`src/sv/i2cmbe_pkg.sv`:
```
`timescale 1ns / 1ps
// ----------------------------------------------------------------------------
// i2cmbe_pkg
// shared types and constants of the i2c master bit engine
// ----------------------------------------------------------------------------
package i2cmbe_pkg;

    localparam int DELAY_COUNTER_WIDTH_DEF = 16;
    localparam int TICK_W                  = 10;
    localparam logic [TICK_W-1:0] TICK_RESET = 10'd50;

    typedef enum logic [2:0] {
        KIND_NONE     = 3'd0,
        KIND_START    = 3'd1,
        KIND_STOP     = 3'd2,
        KIND_SEND     = 3'd3,
        KIND_WAIT_ACK = 3'd4,
        KIND_READ     = 3'd5
    } kind_t;

    typedef enum logic [3:0] {
        PH_IDLE = 4'd0,
        PH_ST_A = 4'd1,
        PH_ST_B = 4'd2,
        PH_SP_A = 4'd3,
        PH_SP_B = 4'd4,
        PH_WA_A = 4'd5,
        PH_TX_D = 4'd6,
        PH_TX_H = 4'd7,
        PH_TX_L = 4'd8,
        PH_RX_L = 4'd9,
        PH_RX_H = 4'd10,
        PH_AK_A = 4'd11,
        PH_AK_B = 4'd12
    } phase_t;

    typedef struct packed {
        logic [2:0] kind;
        logic [7:0] write_data;
        logic       send_ack;
        logic       sda_in;
    } item_t;

    typedef struct packed {
        logic       ack_failed;
        logic [7:0] read_data;
        logic       done_res;
        logic       busy_res;
        logic       sda_drive;
        logic       sda_level;
        logic       scl_level;
    } result_t;

endpackage

```
`src/sv/i2cmbe_in_stage.sv`:
```
`timescale 1ns / 1ps
// ----------------------------------------------------------------------------
// i2cmbe_in_stage
// input register of the engine, holds one item until the sequencer takes it
// ----------------------------------------------------------------------------
module i2cmbe_in_stage (
    input  logic                aclk,
    input  logic                aresetn,
    input  logic                in_valid,
    output logic                in_ready,
    input  i2cmbe_pkg::item_t   in_item,
    input  logic                advance,
    output logic                item_valid,
    output i2cmbe_pkg::item_t   item
);
    import i2cmbe_pkg::*;

    logic  valid_reg;
    logic  valid_next;
    item_t item_reg;

    assign in_ready   = !valid_reg || advance;
    assign valid_next = in_ready ? in_valid : valid_reg;

    always_ff @(posedge aclk) begin
        if (!aresetn) begin
            valid_reg <= 1'b0;
        end else begin
            valid_reg <= valid_next;
        end
    end

    always_ff @(posedge aclk) begin
        if (in_ready && in_valid) begin
            item_reg <= in_item;
        end
    end

    assign item_valid = valid_reg;
    assign item       = item_reg;

endmodule

```
`src/sv/i2cmbe_seq.sv`:
```
`timescale 1ns / 1ps
// ----------------------------------------------------------------------------
// i2cmbe_seq
// line sequencer: phase state machine, delay counter, shift and bit counters
// ----------------------------------------------------------------------------
module i2cmbe_seq #(
    parameter int DELAY_COUNTER_WIDTH = i2cmbe_pkg::DELAY_COUNTER_WIDTH_DEF
) (
    input  logic                            aclk,
    input  logic                            aresetn,
    input  logic                            step,
    input  i2cmbe_pkg::item_t               item,
    input  logic [i2cmbe_pkg::TICK_W-1:0]   ticks_per_us,
    output i2cmbe_pkg::result_t             result
);
    import i2cmbe_pkg::*;

    localparam int DW = DELAY_COUNTER_WIDTH;
    localparam int LW = TICK_W + 2;
    localparam int PW = (DW > LW) ? DW : LW;

    phase_t        phase_reg, phase_next;
    logic [3:0]    bit_reg, bit_next;
    logic [7:0]    shift_reg, shift_next;
    logic [DW-1:0] delay_reg, delay_next;
    logic          scl_reg, scl_next;
    logic          sda_reg, sda_next;
    logic          sda_en_reg, sda_en_next;
    logic          ack_reg, ack_next;
    logic          nack_reg, nack_next;
    logic [7:0]    read_reg, read_next;
    logic          done_next;

    logic [TICK_W-1:0] tick_eff;
    logic [DW-1:0]     dly1, dly2, dly4;
    logic              go;
    phase_t            target;

    function automatic logic [DW-1:0] sat_delay(input logic [LW-1:0] v);
        logic [PW-1:0] ext;
        ext = PW'(v);
        return (|(ext >> DW)) ? {DW{1'b1}} : ext[DW-1:0];
    endfunction

    assign tick_eff = (ticks_per_us == '0) ? TICK_W'(1) : ticks_per_us;
    assign dly1     = sat_delay({2'b00, tick_eff});
    assign dly2     = sat_delay({1'b0, tick_eff, 1'b0});
    assign dly4     = sat_delay({tick_eff, 2'b00});

    always_comb begin
        phase_next  = phase_reg;
        bit_next    = bit_reg;
        shift_next  = shift_reg;
        delay_next  = delay_reg;
        scl_next    = scl_reg;
        sda_next    = sda_reg;
        sda_en_next = sda_en_reg;
        ack_next    = ack_reg;
        nack_next   = nack_reg;
        read_next   = read_reg;
        done_next   = 1'b0;
        go          = 1'b0;
        target      = PH_IDLE;

        if (phase_reg == PH_IDLE) begin
            case (kind_t'(item.kind))
                KIND_START: begin
                    go     = 1'b1;
                    target = PH_ST_A;
                end
                KIND_STOP: begin
                    go     = 1'b1;
                    target = PH_SP_A;
                end
                KIND_SEND: begin
                    sda_en_next = 1'b1;
                    scl_next    = 1'b0;
                    shift_next  = item.write_data;
                    bit_next    = '0;
                    go          = 1'b1;
                    target      = PH_TX_D;
                end
                KIND_WAIT_ACK: begin
                    go     = 1'b1;
                    target = PH_WA_A;
                end
                KIND_READ: begin
                    sda_en_next = 1'b0;
                    shift_next  = '0;
                    bit_next    = '0;
                    ack_next    = item.send_ack;
                    go          = 1'b1;
                    target      = PH_RX_L;
                end
                default: begin
                end
            endcase
        end else if (delay_reg > DW'(1)) begin
            delay_next = delay_reg - DW'(1);
        end else begin
            delay_next = '0;
            case (phase_reg)
                PH_ST_A: begin
                    go     = 1'b1;
                    target = PH_ST_B;
                end
                PH_ST_B: begin
                    scl_next   = 1'b0;
                    phase_next = PH_IDLE;
                    done_next  = 1'b1;
                end
                PH_SP_A: begin
                    go     = 1'b1;
                    target = PH_SP_B;
                end
                PH_SP_B: begin
                    sda_en_next = 1'b1;
                    phase_next  = PH_IDLE;
                    done_next   = 1'b1;
                end
                PH_WA_A: begin
                    if (item.sda_in) begin
                        nack_next = 1'b1;
                        go        = 1'b1;
                        target    = PH_SP_A;
                    end else begin
                        nack_next   = 1'b0;
                        scl_next    = 1'b0;
                        sda_en_next = 1'b1;
                        phase_next  = PH_IDLE;
                        done_next   = 1'b1;
                    end
                end
                PH_TX_D: begin
                    go     = 1'b1;
                    target = PH_TX_H;
                end
                PH_TX_H: begin
                    go     = 1'b1;
                    target = PH_TX_L;
                end
                PH_TX_L: begin
                    bit_next = bit_reg + 4'd1;
                    if (bit_next[3]) begin
                        phase_next = PH_IDLE;
                        done_next  = 1'b1;
                    end else begin
                        go     = 1'b1;
                        target = PH_TX_D;
                    end
                end
                PH_RX_L: begin
                    go     = 1'b1;
                    target = PH_RX_H;
                end
                PH_RX_H: begin
                    bit_next = bit_reg + 4'd1;
                    go       = 1'b1;
                    if (bit_next[3]) begin
                        read_next = shift_reg;
                        target    = PH_AK_A;
                    end else begin
                        target = PH_RX_L;
                    end
                end
                PH_AK_A: begin
                    go     = 1'b1;
                    target = PH_AK_B;
                end
                PH_AK_B: begin
                    scl_next   = 1'b0;
                    phase_next = PH_IDLE;
                    done_next  = 1'b1;
                end
                default: begin
                    phase_next = PH_IDLE;
                end
            endcase
        end

        // entry actions of the next phase
        if (go) begin
            phase_next = target;
            case (target)
                PH_ST_A: begin
                    sda_en_next = 1'b1;
                    sda_next    = 1'b1;
                    scl_next    = 1'b1;
                    delay_next  = dly4;
                end
                PH_ST_B: begin
                    sda_next   = 1'b0;
                    delay_next = dly4;
                end
                PH_SP_A: begin
                    sda_en_next = 1'b1;
                    sda_next    = 1'b0;
                    scl_next    = 1'b0;
                    delay_next  = dly4;
                end
                PH_SP_B: begin
                    sda_next   = 1'b1;
                    scl_next   = 1'b1;
                    delay_next = dly4;
                end
                PH_WA_A: begin
                    sda_en_next = 1'b0;
                    scl_next    = 1'b1;
                    delay_next  = dly1;
                end
                PH_TX_D: begin
                    sda_next   = shift_next[7];
                    shift_next = {shift_next[6:0], 1'b0};
                    delay_next = dly2;
                end
                PH_TX_H: begin
                    scl_next   = 1'b1;
                    delay_next = dly2;
                end
                PH_TX_L: begin
                    scl_next   = 1'b0;
                    delay_next = dly2;
                end
                PH_RX_L: begin
                    scl_next   = 1'b0;
                    delay_next = dly2;
                end
                PH_RX_H: begin
                    scl_next   = 1'b1;
                    shift_next = {shift_next[6:0], item.sda_in};
                    delay_next = dly2;
                end
                PH_AK_A: begin
                    sda_en_next = 1'b1;
                    scl_next    = 1'b0;
                    sda_next    = ~ack_next;
                    delay_next  = dly2;
                end
                PH_AK_B: begin
                    scl_next   = 1'b1;
                    delay_next = dly2;
                end
                default: begin
                    phase_next = PH_IDLE;
                end
            endcase
        end
    end

    always_ff @(posedge aclk) begin
        if (!aresetn) begin
            phase_reg  <= PH_IDLE;
            bit_reg    <= '0;
            shift_reg  <= '0;
            delay_reg  <= '0;
            scl_reg    <= 1'b1;
            sda_reg    <= 1'b1;
            sda_en_reg <= 1'b1;
            ack_reg    <= 1'b0;
            nack_reg   <= 1'b0;
            read_reg   <= '0;
        end else if (step) begin
            phase_reg  <= phase_next;
            bit_reg    <= bit_next;
            shift_reg  <= shift_next;
            delay_reg  <= delay_next;
            scl_reg    <= scl_next;
            sda_reg    <= sda_next;
            sda_en_reg <= sda_en_next;
            ack_reg    <= ack_next;
            nack_reg   <= nack_next;
            read_reg   <= read_next;
        end
    end

    always_comb begin
        result.scl_level  = scl_next;
        result.sda_level  = sda_next;
        result.sda_drive  = sda_en_next;
        result.busy_res   = (phase_next != PH_IDLE);
        result.done_res   = done_next;
        result.read_data  = read_next;
        result.ack_failed = nack_next;
    end

endmodule

```
`src/sv/i2cmbe_out_stage.sv`:
```
`timescale 1ns / 1ps
// ----------------------------------------------------------------------------
// i2cmbe_out_stage
// result register, holds a finished result until the downstream takes it
// ----------------------------------------------------------------------------
module i2cmbe_out_stage (
    input  logic                  aclk,
    input  logic                  aresetn,
    input  logic                  load,
    input  i2cmbe_pkg::result_t   result_in,
    input  logic                  out_ready,
    output logic                  out_valid,
    output i2cmbe_pkg::result_t   result_out,
    output logic                  can_load
);
    import i2cmbe_pkg::*;

    logic    valid_reg;
    logic    valid_next;
    result_t result_reg;

    assign can_load   = !valid_reg || out_ready;
    assign valid_next = load ? 1'b1 : (out_ready ? 1'b0 : valid_reg);

    always_ff @(posedge aclk) begin
        if (!aresetn) begin
            valid_reg <= 1'b0;
        end else begin
            valid_reg <= valid_next;
        end
    end

    always_ff @(posedge aclk) begin
        if (load) begin
            result_reg <= result_in;
        end
    end

    assign out_valid  = valid_reg;
    assign result_out = result_reg;

endmodule

```
`src/sv/i2c_master_bit_engine.sv`:
```
`timescale 1ns / 1ps
// result path: each input transaction passes the input reg, then the result reg
// throughput: one transaction per cycle, limited only by m_tready backpressure
// the sequencer advances one tick per item taken from the input register
// reset (aresetn low, synchronous): pipeline empty, sequencer idle, scl/sda high
// and driven, tick count 50
// ----------------------------------------------------------------------------
// i2c_master_bit_engine
// i2c master line engine, one stream transaction per line timing tick
// ----------------------------------------------------------------------------
module i2c_master_bit_engine #(
    parameter int DELAY_COUNTER_WIDTH = i2cmbe_pkg::DELAY_COUNTER_WIDTH_DEF
) (
    input  logic                            aclk,
    input  logic                            aresetn,
    input  logic                            cfg_we,
    input  logic [i2cmbe_pkg::TICK_W-1:0]   cfg_wdata,   // ticks_per_microsecond
    input  logic                            s_tvalid,
    output logic                            s_tready,
    input  logic [15:0]                     s_tdata,     // write_data, send_ack, sda_in
    input  logic [2:0]                      s_tuser,     // kind
    output logic                            m_tvalid,
    input  logic                            m_tready,
    // scl_level, sda_level, sda_drive, busy_res, done_res, read_data, ack_failed
    output logic [15:0]                     m_tdata
);
    import i2cmbe_pkg::*;

    logic [TICK_W-1:0] tick_reg;
    item_t             in_item;
    item_t             item;
    logic              item_valid;
    logic              can_load;
    logic              advance;
    result_t           result;
    result_t           result_out;

    always_ff @(posedge aclk) begin
        if (!aresetn) begin
            tick_reg <= TICK_RESET;
        end else if (cfg_we) begin
            tick_reg <= cfg_wdata;
        end
    end

    always_comb begin
        in_item.kind       = s_tuser;
        in_item.write_data = s_tdata[7:0];
        in_item.send_ack   = s_tdata[8];
        in_item.sda_in     = s_tdata[9];
    end

    assign advance = item_valid && can_load;

    i2cmbe_in_stage u_in (
        .aclk       (aclk),
        .aresetn    (aresetn),
        .in_valid   (s_tvalid),
        .in_ready   (s_tready),
        .in_item    (in_item),
        .advance    (advance),
        .item_valid (item_valid),
        .item       (item)
    );

    i2cmbe_seq #(
        .DELAY_COUNTER_WIDTH (DELAY_COUNTER_WIDTH)
    ) u_seq (
        .aclk         (aclk),
        .aresetn      (aresetn),
        .step         (advance),
        .item         (item),
        .ticks_per_us (tick_reg),
        .result       (result)
    );

    i2cmbe_out_stage u_out (
        .aclk       (aclk),
        .aresetn    (aresetn),
        .load       (advance),
        .result_in  (result),
        .out_ready  (m_tready),
        .out_valid  (m_tvalid),
        .result_out (result_out),
        .can_load   (can_load)
    );

    assign m_tdata = {2'b00, result_out};

    a_done_not_busy: assert property (@(posedge aclk) disable iff (!aresetn)
        m_tvalid |-> !(result_out.done_res && result_out.busy_res))
        else $error("done and busy set in the same result");

    a_item_moves: assert property (@(posedge aclk) disable iff (!aresetn)
        (item_valid && !m_tvalid) |=> m_tvalid)
        else $error("held item not moved to empty result register");

    a_done_after_busy: assert property (@(posedge aclk) disable iff (!aresetn)
        (advance && result.done_res) |-> $past(aresetn) && u_seq.phase_reg != PH_IDLE)
        else $error("done pulse without a running sequence");

endmodule

```
`config.mk`:
```
export PLATFORM = sky130hd
export DESIGN_NAME = i2c_master_bit_engine
export DESIGN_NICKNAME = d
export VERILOG_FILES = /design/src/sv/i2cmbe_pkg.sv /design/src/sv/i2cmbe_in_stage.sv /design/src/sv/i2cmbe_seq.sv /design/src/sv/i2cmbe_out_stage.sv /design/src/sv/i2c_master_bit_engine.sv
export SDC_FILE = /design/constraint.sdc
export NUM_CORES = 1
export LEC_CHECK = 0
export ABC_AREA = 1
export BUFFER_PORTS_ARGS = -buffer_cell sky130_fd_sc_hd__buf_2
export CAP_MARGIN = 20
export CORE_UTILIZATION = 50
export CTS_CLUSTER_SIZE = 16
export DETAILED_ROUTE_END_ITERATION = 7
export PLACE_DENSITY = 0.77
export SETUP_SLACK_MARGIN = 0.05
export SYNTH_ARGS = -nofsm -noshare
export SYNTH_HDL_FRONTEND = slang
export SYNTH_HIERARCHICAL = 1
export SYNTH_SLANG_ARGS = --single-unit
```
`constraint.sdc`:
```
create_clock -name aclk -period 3.9 [get_ports aclk]
set_clock_uncertainty 0.1 [all_clocks]
set_input_delay 0 -clock aclk [delete_from_list [all_inputs] [get_ports aclk]]
set_output_delay 0 -clock aclk [all_outputs]
set_load 0.005 [all_outputs]
```
== Yosys cells after proc, flatten, opt, wreduce, memory -nomap -nowiden ==
Index checks and enable logic that the tools add are counted.
Operators by class
  add/subtract/negate cells: 2
  magnitude comparators: 1
  eq/ne operators: 31
  muxes and demuxes: 63
  bitwise operators: 1
  reductions and logical operators: 27
Operators with widths (number)
  16-bit 2-to-1 mux: 3
  4-bit 2-to-1 mux: 12
  8-bit 2-to-1 mux: 6
  16-bit case mux with 3 select lines: 1
  4-bit == test (second input constant): 10
  4-bit case mux with 9 select lines: 1
  4-bit by 3-bit == test with 1-bit output (second input constant): 8
  8-bit case mux with 2 select lines: 2
  1-bit 2-to-1 mux: 24
  4-bit case mux with 5 select lines: 1
  4-bit by 2-bit == test with 1-bit output (second input constant): 4
  16-bit by 1-bit > comparator with 1-bit output (second input constant): 1
  16-bit by 1-bit subtractor with 16-bit output (second input constant): 1
  7-bit OR reduction: 2
  4-bit case mux with 3 select lines: 1
  12-bit OR reduction: 1
  2-bit OR reduction: 6
  10-bit logical NOT: 1
  10-bit 2-to-1 mux: 1
  1-bit case mux with 2 select lines: 5
  4-bit by 1-bit == test with 1-bit output (second input constant): 2
  4-bit OR reduction: 2
  3-bit by 2-bit == test with 1-bit output (second input constant): 2
  3-bit == test (second input constant): 2
  19 further kinds: 26
Storage, ports and cells
  register bits: 84
  output and inout port bits: 18

== Depth between registers and ports, before layout ==
Gate-level depths: netlist of the first run.
  depth after elaboration: 10
  depth in mapped cells: 19

== Hierarchy ==
Netlist of the first run, hierarchy kept.
Modules (own cells, without submodules)
  i2cmbe_seq: times used 1, cells each 596, area each 3696.0 um^2, sequential area each 900.9 um^2
  i2cmbe_out_stage: times used 1, cells each 20, area each 466.7 um^2, sequential area each 440.4 um^2
  i2cmbe_in_stage: times used 1, cells each 20, area each 441.7 um^2, sequential area each 410.4 um^2
  i2c_master_bit_engine: times used 1, cells each 63, area each 435.4 um^2, sequential area each 200.2 um^2

== Least setup slack after synthesis of the first run ==
OpenSTA, ideal clock, no wires.
  path kind: register -> register
  start point: register u_seq.delay_reg[0]
  end point: register u_out.result_reg (netlist bit u_out/result_out[1]) (data pin)
  setup time: 0.251 ns
  arrival time: 1.886 ns
  required time: 3.549 ns
  slack: 1.663 ns
  cell stages (with the launch flop): 18
  period minus slack after synthesis: 2.237 ns
  cells stage by stage: dfxtp_1 > inv_1 > ha_1 > nand2_2 > nor2_4 > nand2_2 > nand2_4 > a21oi_4 > inv_1 > nand2_1 > inv_1 > nand2_1 > nand2_1 > nor2_1 > o21bai_1 > nand2_1 > inv_1 > buf_4
On the way
  word-level cells in the longest chain between the ends: 7
  elaborated cells between the ends (all ways): 15
  those cells by class: order compare (1); eq/ne (6); mux (6); reduce/logical (2)
RTL lines
  start, declared: RTL line i2cmbe_seq.sv:25  | logic [DW-1:0] delay_reg, delay_next;
  start signal, assigned: RTL line i2cmbe_seq.sv:266  | delay_reg <= delay_next;
  16-bit by 1-bit > comparator with 1-bit output (*): RTL line i2cmbe_seq.sv:98  | end else if (delay_reg > DW'(1)) begin
  4-bit 2-to-1 mux: RTL line i2cmbe_seq.sv:98
  4-bit 2-to-1 mux: RTL line i2cmbe_seq.sv:65  | if (phase_reg == PH_IDLE) begin
  4-bit by 3-bit == test with 1-bit output (tied with other cells): RTL line i2cmbe_seq.sv:184  | case (target)
  2-bit OR reduction (no line)
  1-bit case mux with 4 select lines: RTL line i2cmbe_seq.sv:184
  1-bit 2-to-1 mux (*): RTL line i2cmbe_seq.sv:182  | if (go) begin
  net u_seq.sda_next: RTL line i2cmbe_seq.sv:27  | logic sda_reg, sda_next;
  end signal, assigned: RTL line i2cmbe_out_stage.sv:35  | result_reg <= result_in;
  end, declared: RTL line i2cmbe_out_stage.sv:20  | result_t result_reg;
The timed path passes the listed nets; every way through them passes the cells marked *.
A chain may end at the register's enable or synchronous reset.

==> results of run 1 <==
layer usage:
layer	GRT usage (%)	up-vias
met4	13.4	0
met3	4.38	32
li1	-	2449
met5	0	-
met1	33.0	2174
met2	39.9	181
area by class of cell:
cell class | count | share of cell area, %
multi-input combinational | 492 | 42.3
timing repair buffer | 102 | 13.6
inverter | 89 | 5.73
sequential | 84 | 32.6
clock inverter | 6 | 0.794
clock buffer | 10 | 2.13
tap | 133 | 2.78
metrics by stage:
step           util [%]  cells  setup WS [ps]  hold WS [ps]  area (µm²)
3_3_place_gp       53.5    844           1100          77.6        5230
5_1_grt            61.2    916            696           241        5990
6_report           61.2    916            940           239        5990
4_1_cts            61.0    915           1020           228        5960
3_5_place_dp       53.5    844           1030          79.0        5230
2_1_floorplan         -    700           1660         -1.13        5040
path summary, 6_finish.rpt:
| kind | from | end | slack [ps] | cells past startpoint |
|---|---|---|---|---|
| worst min-delay path | s_tdata[3] | u_in/item[5] | 240 | 2 |
| worst max register to register | u_seq/delay_reg[0] | u_out/result_out[1] | 940 | 14 |
| worst max-delay path | u_seq/delay_reg[0] | u_out/result_out[1] | 940 | 14 |
| worst min register to register | u_seq/shift_reg[4] | u_seq/shift_reg[4] | 370 | 2 |
timing repair:
item | in CTS | in global routing
hold buffers | 55 | 0
setup buffers | 0 | 0
endpoints found under the hold margin | 27 | 0
Yosys cell counts, drive strengths merged (2+ instances only):
master  number  area share (%)
nand2      174              14
and3         2            0.25
nor3         7            0.70
nand4       10             1.2
nor2        83             7.2
o211ai      11             1.6
buf         20             3.1
clkinv       2            0.17
inv         87             6.6
clkbuf      15             1.1
a21oi       49             5.5
nand3       69             7.5
a22oi        2            0.30
xor2         7             1.2
edfxtp      27              16
xnor2        3            0.52
o21a         6            0.89
o21ai       41             4.3
dfxtp       57              23
ha           5             1.2
mux2i        2            0.40
nand3b       2            0.55
o22ai        2            0.25
nor4         4            0.50
worst max-delay path: stages, from the launching register on:
cell,delay [ps]
dfxtp_1,380
inv_1,100
ha_1,250
nand2_2,150
nor2_4,80
nand2_2,80
nand2_4,110
a21oi_4,260
nand3_1,140
nand2_1,290
nand2_1,330
nor2_1,230
o21bai_1,100
nand2_1,80
inv_1,50
where the power goes:
| group | leakage, nW | total [mW] | switching (mW) | internal (mW) |
|---|---|---|---|---|
| Sequential | 0.725 | 1.06 | 0.0692 | 0.986 |
| Combinational | 1.90 | 0.958 | 0.617 | 0.341 |
| Clock | 0.0877 | 0.576 | 0.338 | 0.238 |
kinds of logic (layout without fill, tap and decap cells):
family | count (synthesis) | after routing
AND/OR/NAND/NOR | 352 | 352
buffers and inverters | 124 | 207
AO/OA/AOI/OAI | 121 | 121
flip-flops | 84 | 84
XOR/XNOR | 10 | 10
adder cells (fa/ha/maj) | 5 | 5
multiplexers | 2 | 2
other | 1 | 2
==> impl_metrics.env, run 1 <==
export IMPL_grt_pass1_vias=4405
export IMPL_multi_input_area_um2=2530
export IMPL_setup_viol=0
export IMPL_finalCritPeriodShare_pct=75.9
export IMPL_slew_viol_final=0
export IMPL_area_growth_pct=18.8
export IMPL_netlist_instances=699
export IMPL_die_w_um=102
export IMPL_largest_reg_flops=16
export IMPL_clkSinkCount=84
export IMPL_yosys_area_share_simple_pct=32.2
export IMPL_synth_compound_area_share_pct=14.5
export IMPL_cts_clk_slew_worst_paths_ps=90
export IMPL_tns_ps=0
export IMPL_worstSetupPathType="reg2reg"
export IMPL_p_total_mw=2.59
export IMPL_final_cell_mix="nand2_1, inv_1, nor2_1"
export IMPL_relSlewSlack_pct=61.2
export IMPL_post_cts_resized=0
export IMPL_vdd_drop_max_mv=0.276
export IMPL_cts_max_path_buffers=2
export IMPL_topRoutingLayerUsed="met4"
export IMPL_yosysWarnings=6
export IMPL_synthAdderAreaFrac_pct=1.24
export IMPL_cts_tree="done"
export IMPL_ios=52
export IMPL_tightestPinTransition_ps=582
export IMPL_grt_overflow=0
export IMPL_fmax_mhz=338
export IMPL_initial_utilization_pct=51.6
export IMPL_cts_buffers=9
export IMPL_synth_edf_count=27
export IMPL_place_gp_congestion=0.907
export IMPL_rows=36
export IMPL_insertion_delay_ps=370
export IMPL_ys_seq_area_share_pct=38.7
export IMPL_design_core_area_um2=9770
export IMPL_drtIter0Drc=343
export IMPL_synth_xor_area_share_pct=1.74
export IMPL_via_per_inst=5.28
export IMPL_dieArea_um2=10500
export IMPL_final_common_cell="nand2_1"
export IMPL_drt_first_pass_iters=5
export IMPL_root_buffer="clkbuf_8"
export IMPL_synthMuxAreaShare_pct=0.397
export IMPL_wl_met1_um=5450
export IMPL_wirelength_um=12400
export IMPL_drive_above_1_share_pct=14.0
export IMPL_crit_required_ps=3940
export IMPL_post_synth_num_cell_types=54
export IMPL_routedWlPerCell_um=13.5
export IMPL_synth_seq_cells=84
export IMPL_wl_met2_um=5820
export IMPL_num_vias=4836
export IMPL_antenna_cells=0
export IMPL_cts_htree_levels=3
export IMPL_avgSynthCellArea_um2=7.21
export IMPL_hold_violations=0
export IMPL_dieHeight_um=102
export IMPL_maxCapViolations=0
export IMPL_cp_max_fo=11
export IMPL_power_density_nw_per_um2=433
export IMPL_async_flop_share_pct=0
export IMPL_setup_worst_path_end_class="register"
export IMPL_grt_start_max_net_pins=43
export IMPL_worst_ep_arrival_time_ps=3000
export IMPL_antenna_found_initial=0
export IMPL_synth_top_family_by_area="simple AND/OR/NAND/NOR gates"
export IMPL_dpl_hpwl_um=7790
export IMPL_power_leakage_nw=2.71
export IMPL_grt_setup_unrepaired="false"
export IMPL_wl_met3_um=750
export IMPL_grt_usage_pct=25.2
export IMPL_fin_crit_ps=2960
export IMPL_ant_nets=0
export IMPL_io_buffers=43
export IMPL_ys_flop_type="dfxtp_1"
export IMPL_grt_pass1_wl_um=20600
export IMPL_regArea_um2=1950
export IMPL_finalNetCount=817
export IMPL_status="finished clean"
export IMPL_cp_start_kind="register"
export IMPL_hold_class="in2reg"
export IMPL_fillCellCount=834
export IMPL_drc=0
export IMPL_synth_area_um2=5040
(Power assumes the default switching activity.)
==> inputs of run 2 (changes only) <==
--- a/config.mk
+++ b/config.mk
@@ -11,7 +11,7 @@
 export CORE_UTILIZATION = 50
 export CTS_CLUSTER_SIZE = 16
 export DETAILED_ROUTE_END_ITERATION = 7
-export PLACE_DENSITY = 0.77
+export PLACE_DENSITY = 0.8
 export SETUP_SLACK_MARGIN = 0.05
 export SYNTH_ARGS = -nofsm -noshare
 export SYNTH_HDL_FRONTEND = slang
==> constraint.sdc (replaced) <==
create_clock -name aclk -period 2.7 [get_ports aclk]
set_clock_uncertainty 0.1 [all_clocks]
set_input_delay 0 -clock aclk [delete_from_list [all_inputs] [get_ports aclk]]
set_output_delay 0 -clock aclk [all_outputs]
set_load 0.005 [all_outputs]
==> impl_metrics.env, run 2 (synthesized netlist as in run 1, its figures left out) <==
export IMPL_multi_input_area_um2=2550
export IMPL_p_total_mw=3.87
export IMPL_drc=0
export IMPL_layout_setup_ws_ps=105
export IMPL_hold_violations=0
export IMPL_final_common_cell="nand2_1"
export IMPL_power_leakage_nw=2.78
export IMPL_grt_pass1_vias=4531
export IMPL_grt_start_max_net_pins=42
export IMPL_setup_viol=0
export IMPL_crit_path_frequent_cell="dlygate4sd3_1"
export IMPL_grt_overflow=0
export IMPL_ios=52
export IMPL_crit_chain="dlygate4sd3_1 -> buf_2 -> inv_1 -> nand2_1 -> dlygate4sd3_1 -> nand2_1 -> dlygate4sd3_1 -> nor2_1 -> dlygate4sd3_1"
export IMPL_grt_setup_unrepaired="false"
export IMPL_cpMaxStageDelayCell="dlygate4sd3_1"
export IMPL_fin_crit_ps=2600
export IMPL_slew_viol_final=0
export IMPL_drtIter0Drc=472
export IMPL_cts_htree_levels=3
export IMPL_worst_ep_arrival_time_ps=2740
export IMPL_vdd_drop_max_mv=0.407
export IMPL_fin_area_um2=6100
export IMPL_regArea_um2=1950
export IMPL_via_per_inst=5.48
export IMPL_fillCellCount=863
export IMPL_dieArea_um2=10500
export IMPL_cpPeakStageDelay_ps=600
export IMPL_io_buffers=43
export IMPL_hold_class="in2reg"
export IMPL_placed_cell_area_um2=5310
export IMPL_cp_top_family="buffers and inverters"
export IMPL_grt_usage_pct=26.3
export IMPL_r2r_end="u_seq/delay_reg[11]"
export IMPL_finalCritPeriodShare_pct=96.1
export IMPL_ant_nets=0
export IMPL_wirelength_um=13400
export IMPL_fmax_mhz=385
export IMPL_worstSetupPathType="in2reg"
export IMPL_cts_max_path_buffers=2
export IMPL_largest_reg_flops=16
export IMPL_final_cell_mix="nand2_1, inv_1, nor2_1"
export IMPL_routedWlPerCell_um=14.4
export IMPL_num_vias=5088
export IMPL_root_buffer="clkbuf_8"
export IMPL_relSlewSlack_pct=64.4
export IMPL_cp_start_kind="input pin"
export IMPL_cts_tree="done"
export IMPL_drive_above_1_share_pct=15.7
export IMPL_area_growth_pct=21.1
export IMPL_setup_worst_path_end_class="register"
export IMPL_clkSinkCount=84
export IMPL_power_density_nw_per_um2=635
export IMPL_dieHeight_um=102
export IMPL_design_core_area_um2=9770
export IMPL_initial_utilization_pct=51.6
export IMPL_min_path_cells=2
export IMPL_drt_first_pass_iters=5
export IMPL_tns_ps=0
export IMPL_tightestPinTransition_ps=534
export IMPL_finalNetCount=830
export IMPL_ff2ff_setup_slack_ps=240
export IMPL_antenna_cells=0
export IMPL_ff2ff_path_depth=18
export IMPL_crit_required_ps=2840
export IMPL_cts_clk_slew_worst_paths_ps=90
export IMPL_insertion_delay_ps=370
export IMPL_status="finished clean"
export IMPL_min_to="u_in/item[8]"
export IMPL_die_w_um=102
export IMPL_reg2reg_from="u_seq/delay_reg[1]"
export IMPL_rows=36
export IMPL_place_gp_congestion=0.927
export IMPL_grt_pass1_wl_um=21200
export IMPL_dp_worst_setup_slack_ps=134
export IMPL_cp_num_buf_inv=6
export IMPL_cts_buffers=9
export IMPL_cp_max_fo=1
export IMPL_maxCapViolations=0
export IMPL_antenna_found_initial=0
export IMPL_dpl_hpwl_um=8240
export IMPL_min_from="s_tdata[6]"
==> run 2: cell count changes in the layout (fill, tap and decap cells not counted), sizes merged <==
cell	previous run	this run
clkinv	4	6
clkinvlp	1	0
clkbuf	10	9
buf	47	60
inv	90	89
==> run 2: how the worst max path moves through the flow <==
stage | endpoint | cells after the start | start
5_1_grt | u_seq/delay_reg[11] | 18 | u_seq/delay_reg[1]
6_report | tick_reg[6] | 9 | cfg_wdata[6]
2_1_floorplan | u_out/result_out[1] | 17 | u_seq/delay_reg[0]
4_1_cts | u_seq/delay_reg[3] | 16 | u_seq/delay_reg[0]
3_3_place_gp | u_seq/delay_reg[5] | 16 | u_seq/delay_reg[0]
3_5_place_dp | u_seq/delay_reg[3] | 16 | u_seq/delay_reg[0]
==> run 2: power by group <==
part	internal (mW)	switching [mW]
clock network	0.339	0.495
logic	0.553	0.954
registers	1.42	0.106
total	2.32	1.55
==> run 2: per-layer routing <==
metal,up-vias,wire [µm],GRT usage (%)
li1,2461,-,-
met1,2341,5560,33.3
met2,234,6420,43.6
met3,52,956,4.58
met4,0,440,12.5
met5,-,0,0
==> run 2: through the flow <==
step	hold slack, ps	utilization [%]	instances
after CTS	224	61.7	924
after global routing	229	62.4	928
final	238	62.4	928
after floorplan	-1.13	-	700
after detailed placement	78.1	54.3	854
after global placement	76.1	54.3	854
==> run 2: final cells by class <==
cell class	instances	area share [%]
Multi-Input combinational cell	492	41.8
Sequential cell	84	32.0
Timing Repair Buffer	115	15.0
Inverter	89	5.62
Tap cell	133	2.73
Clock buffer	9	2.03
Clock inverter	6	0.800
==> run 2: worst register-to-register path, stage by stage (launching register included) <==
cell and delay (ps):
dfxtp_1 360, inv_1 80, ha_1 230, nand2_2 140
nor2_4 60, nand2_2 80, nand2_4 100, nand2_1 100
nand2_2 90, inv_4 120, nand2_4 90, inv_4 80
nand3_2 90, nand2_1 120, buf_4 170, nand2_1 60
nand2_1 110, nand3_1 100, a21oi_1 130
==> run 2: what timing repair did <==
item,4_1_cts,5_1_grt
gates resized for setup,0,5
buffers inserted,0,3
hold buffers,55,0
hold endpoints to repair,26,0
setup endpoints to repair,0,19
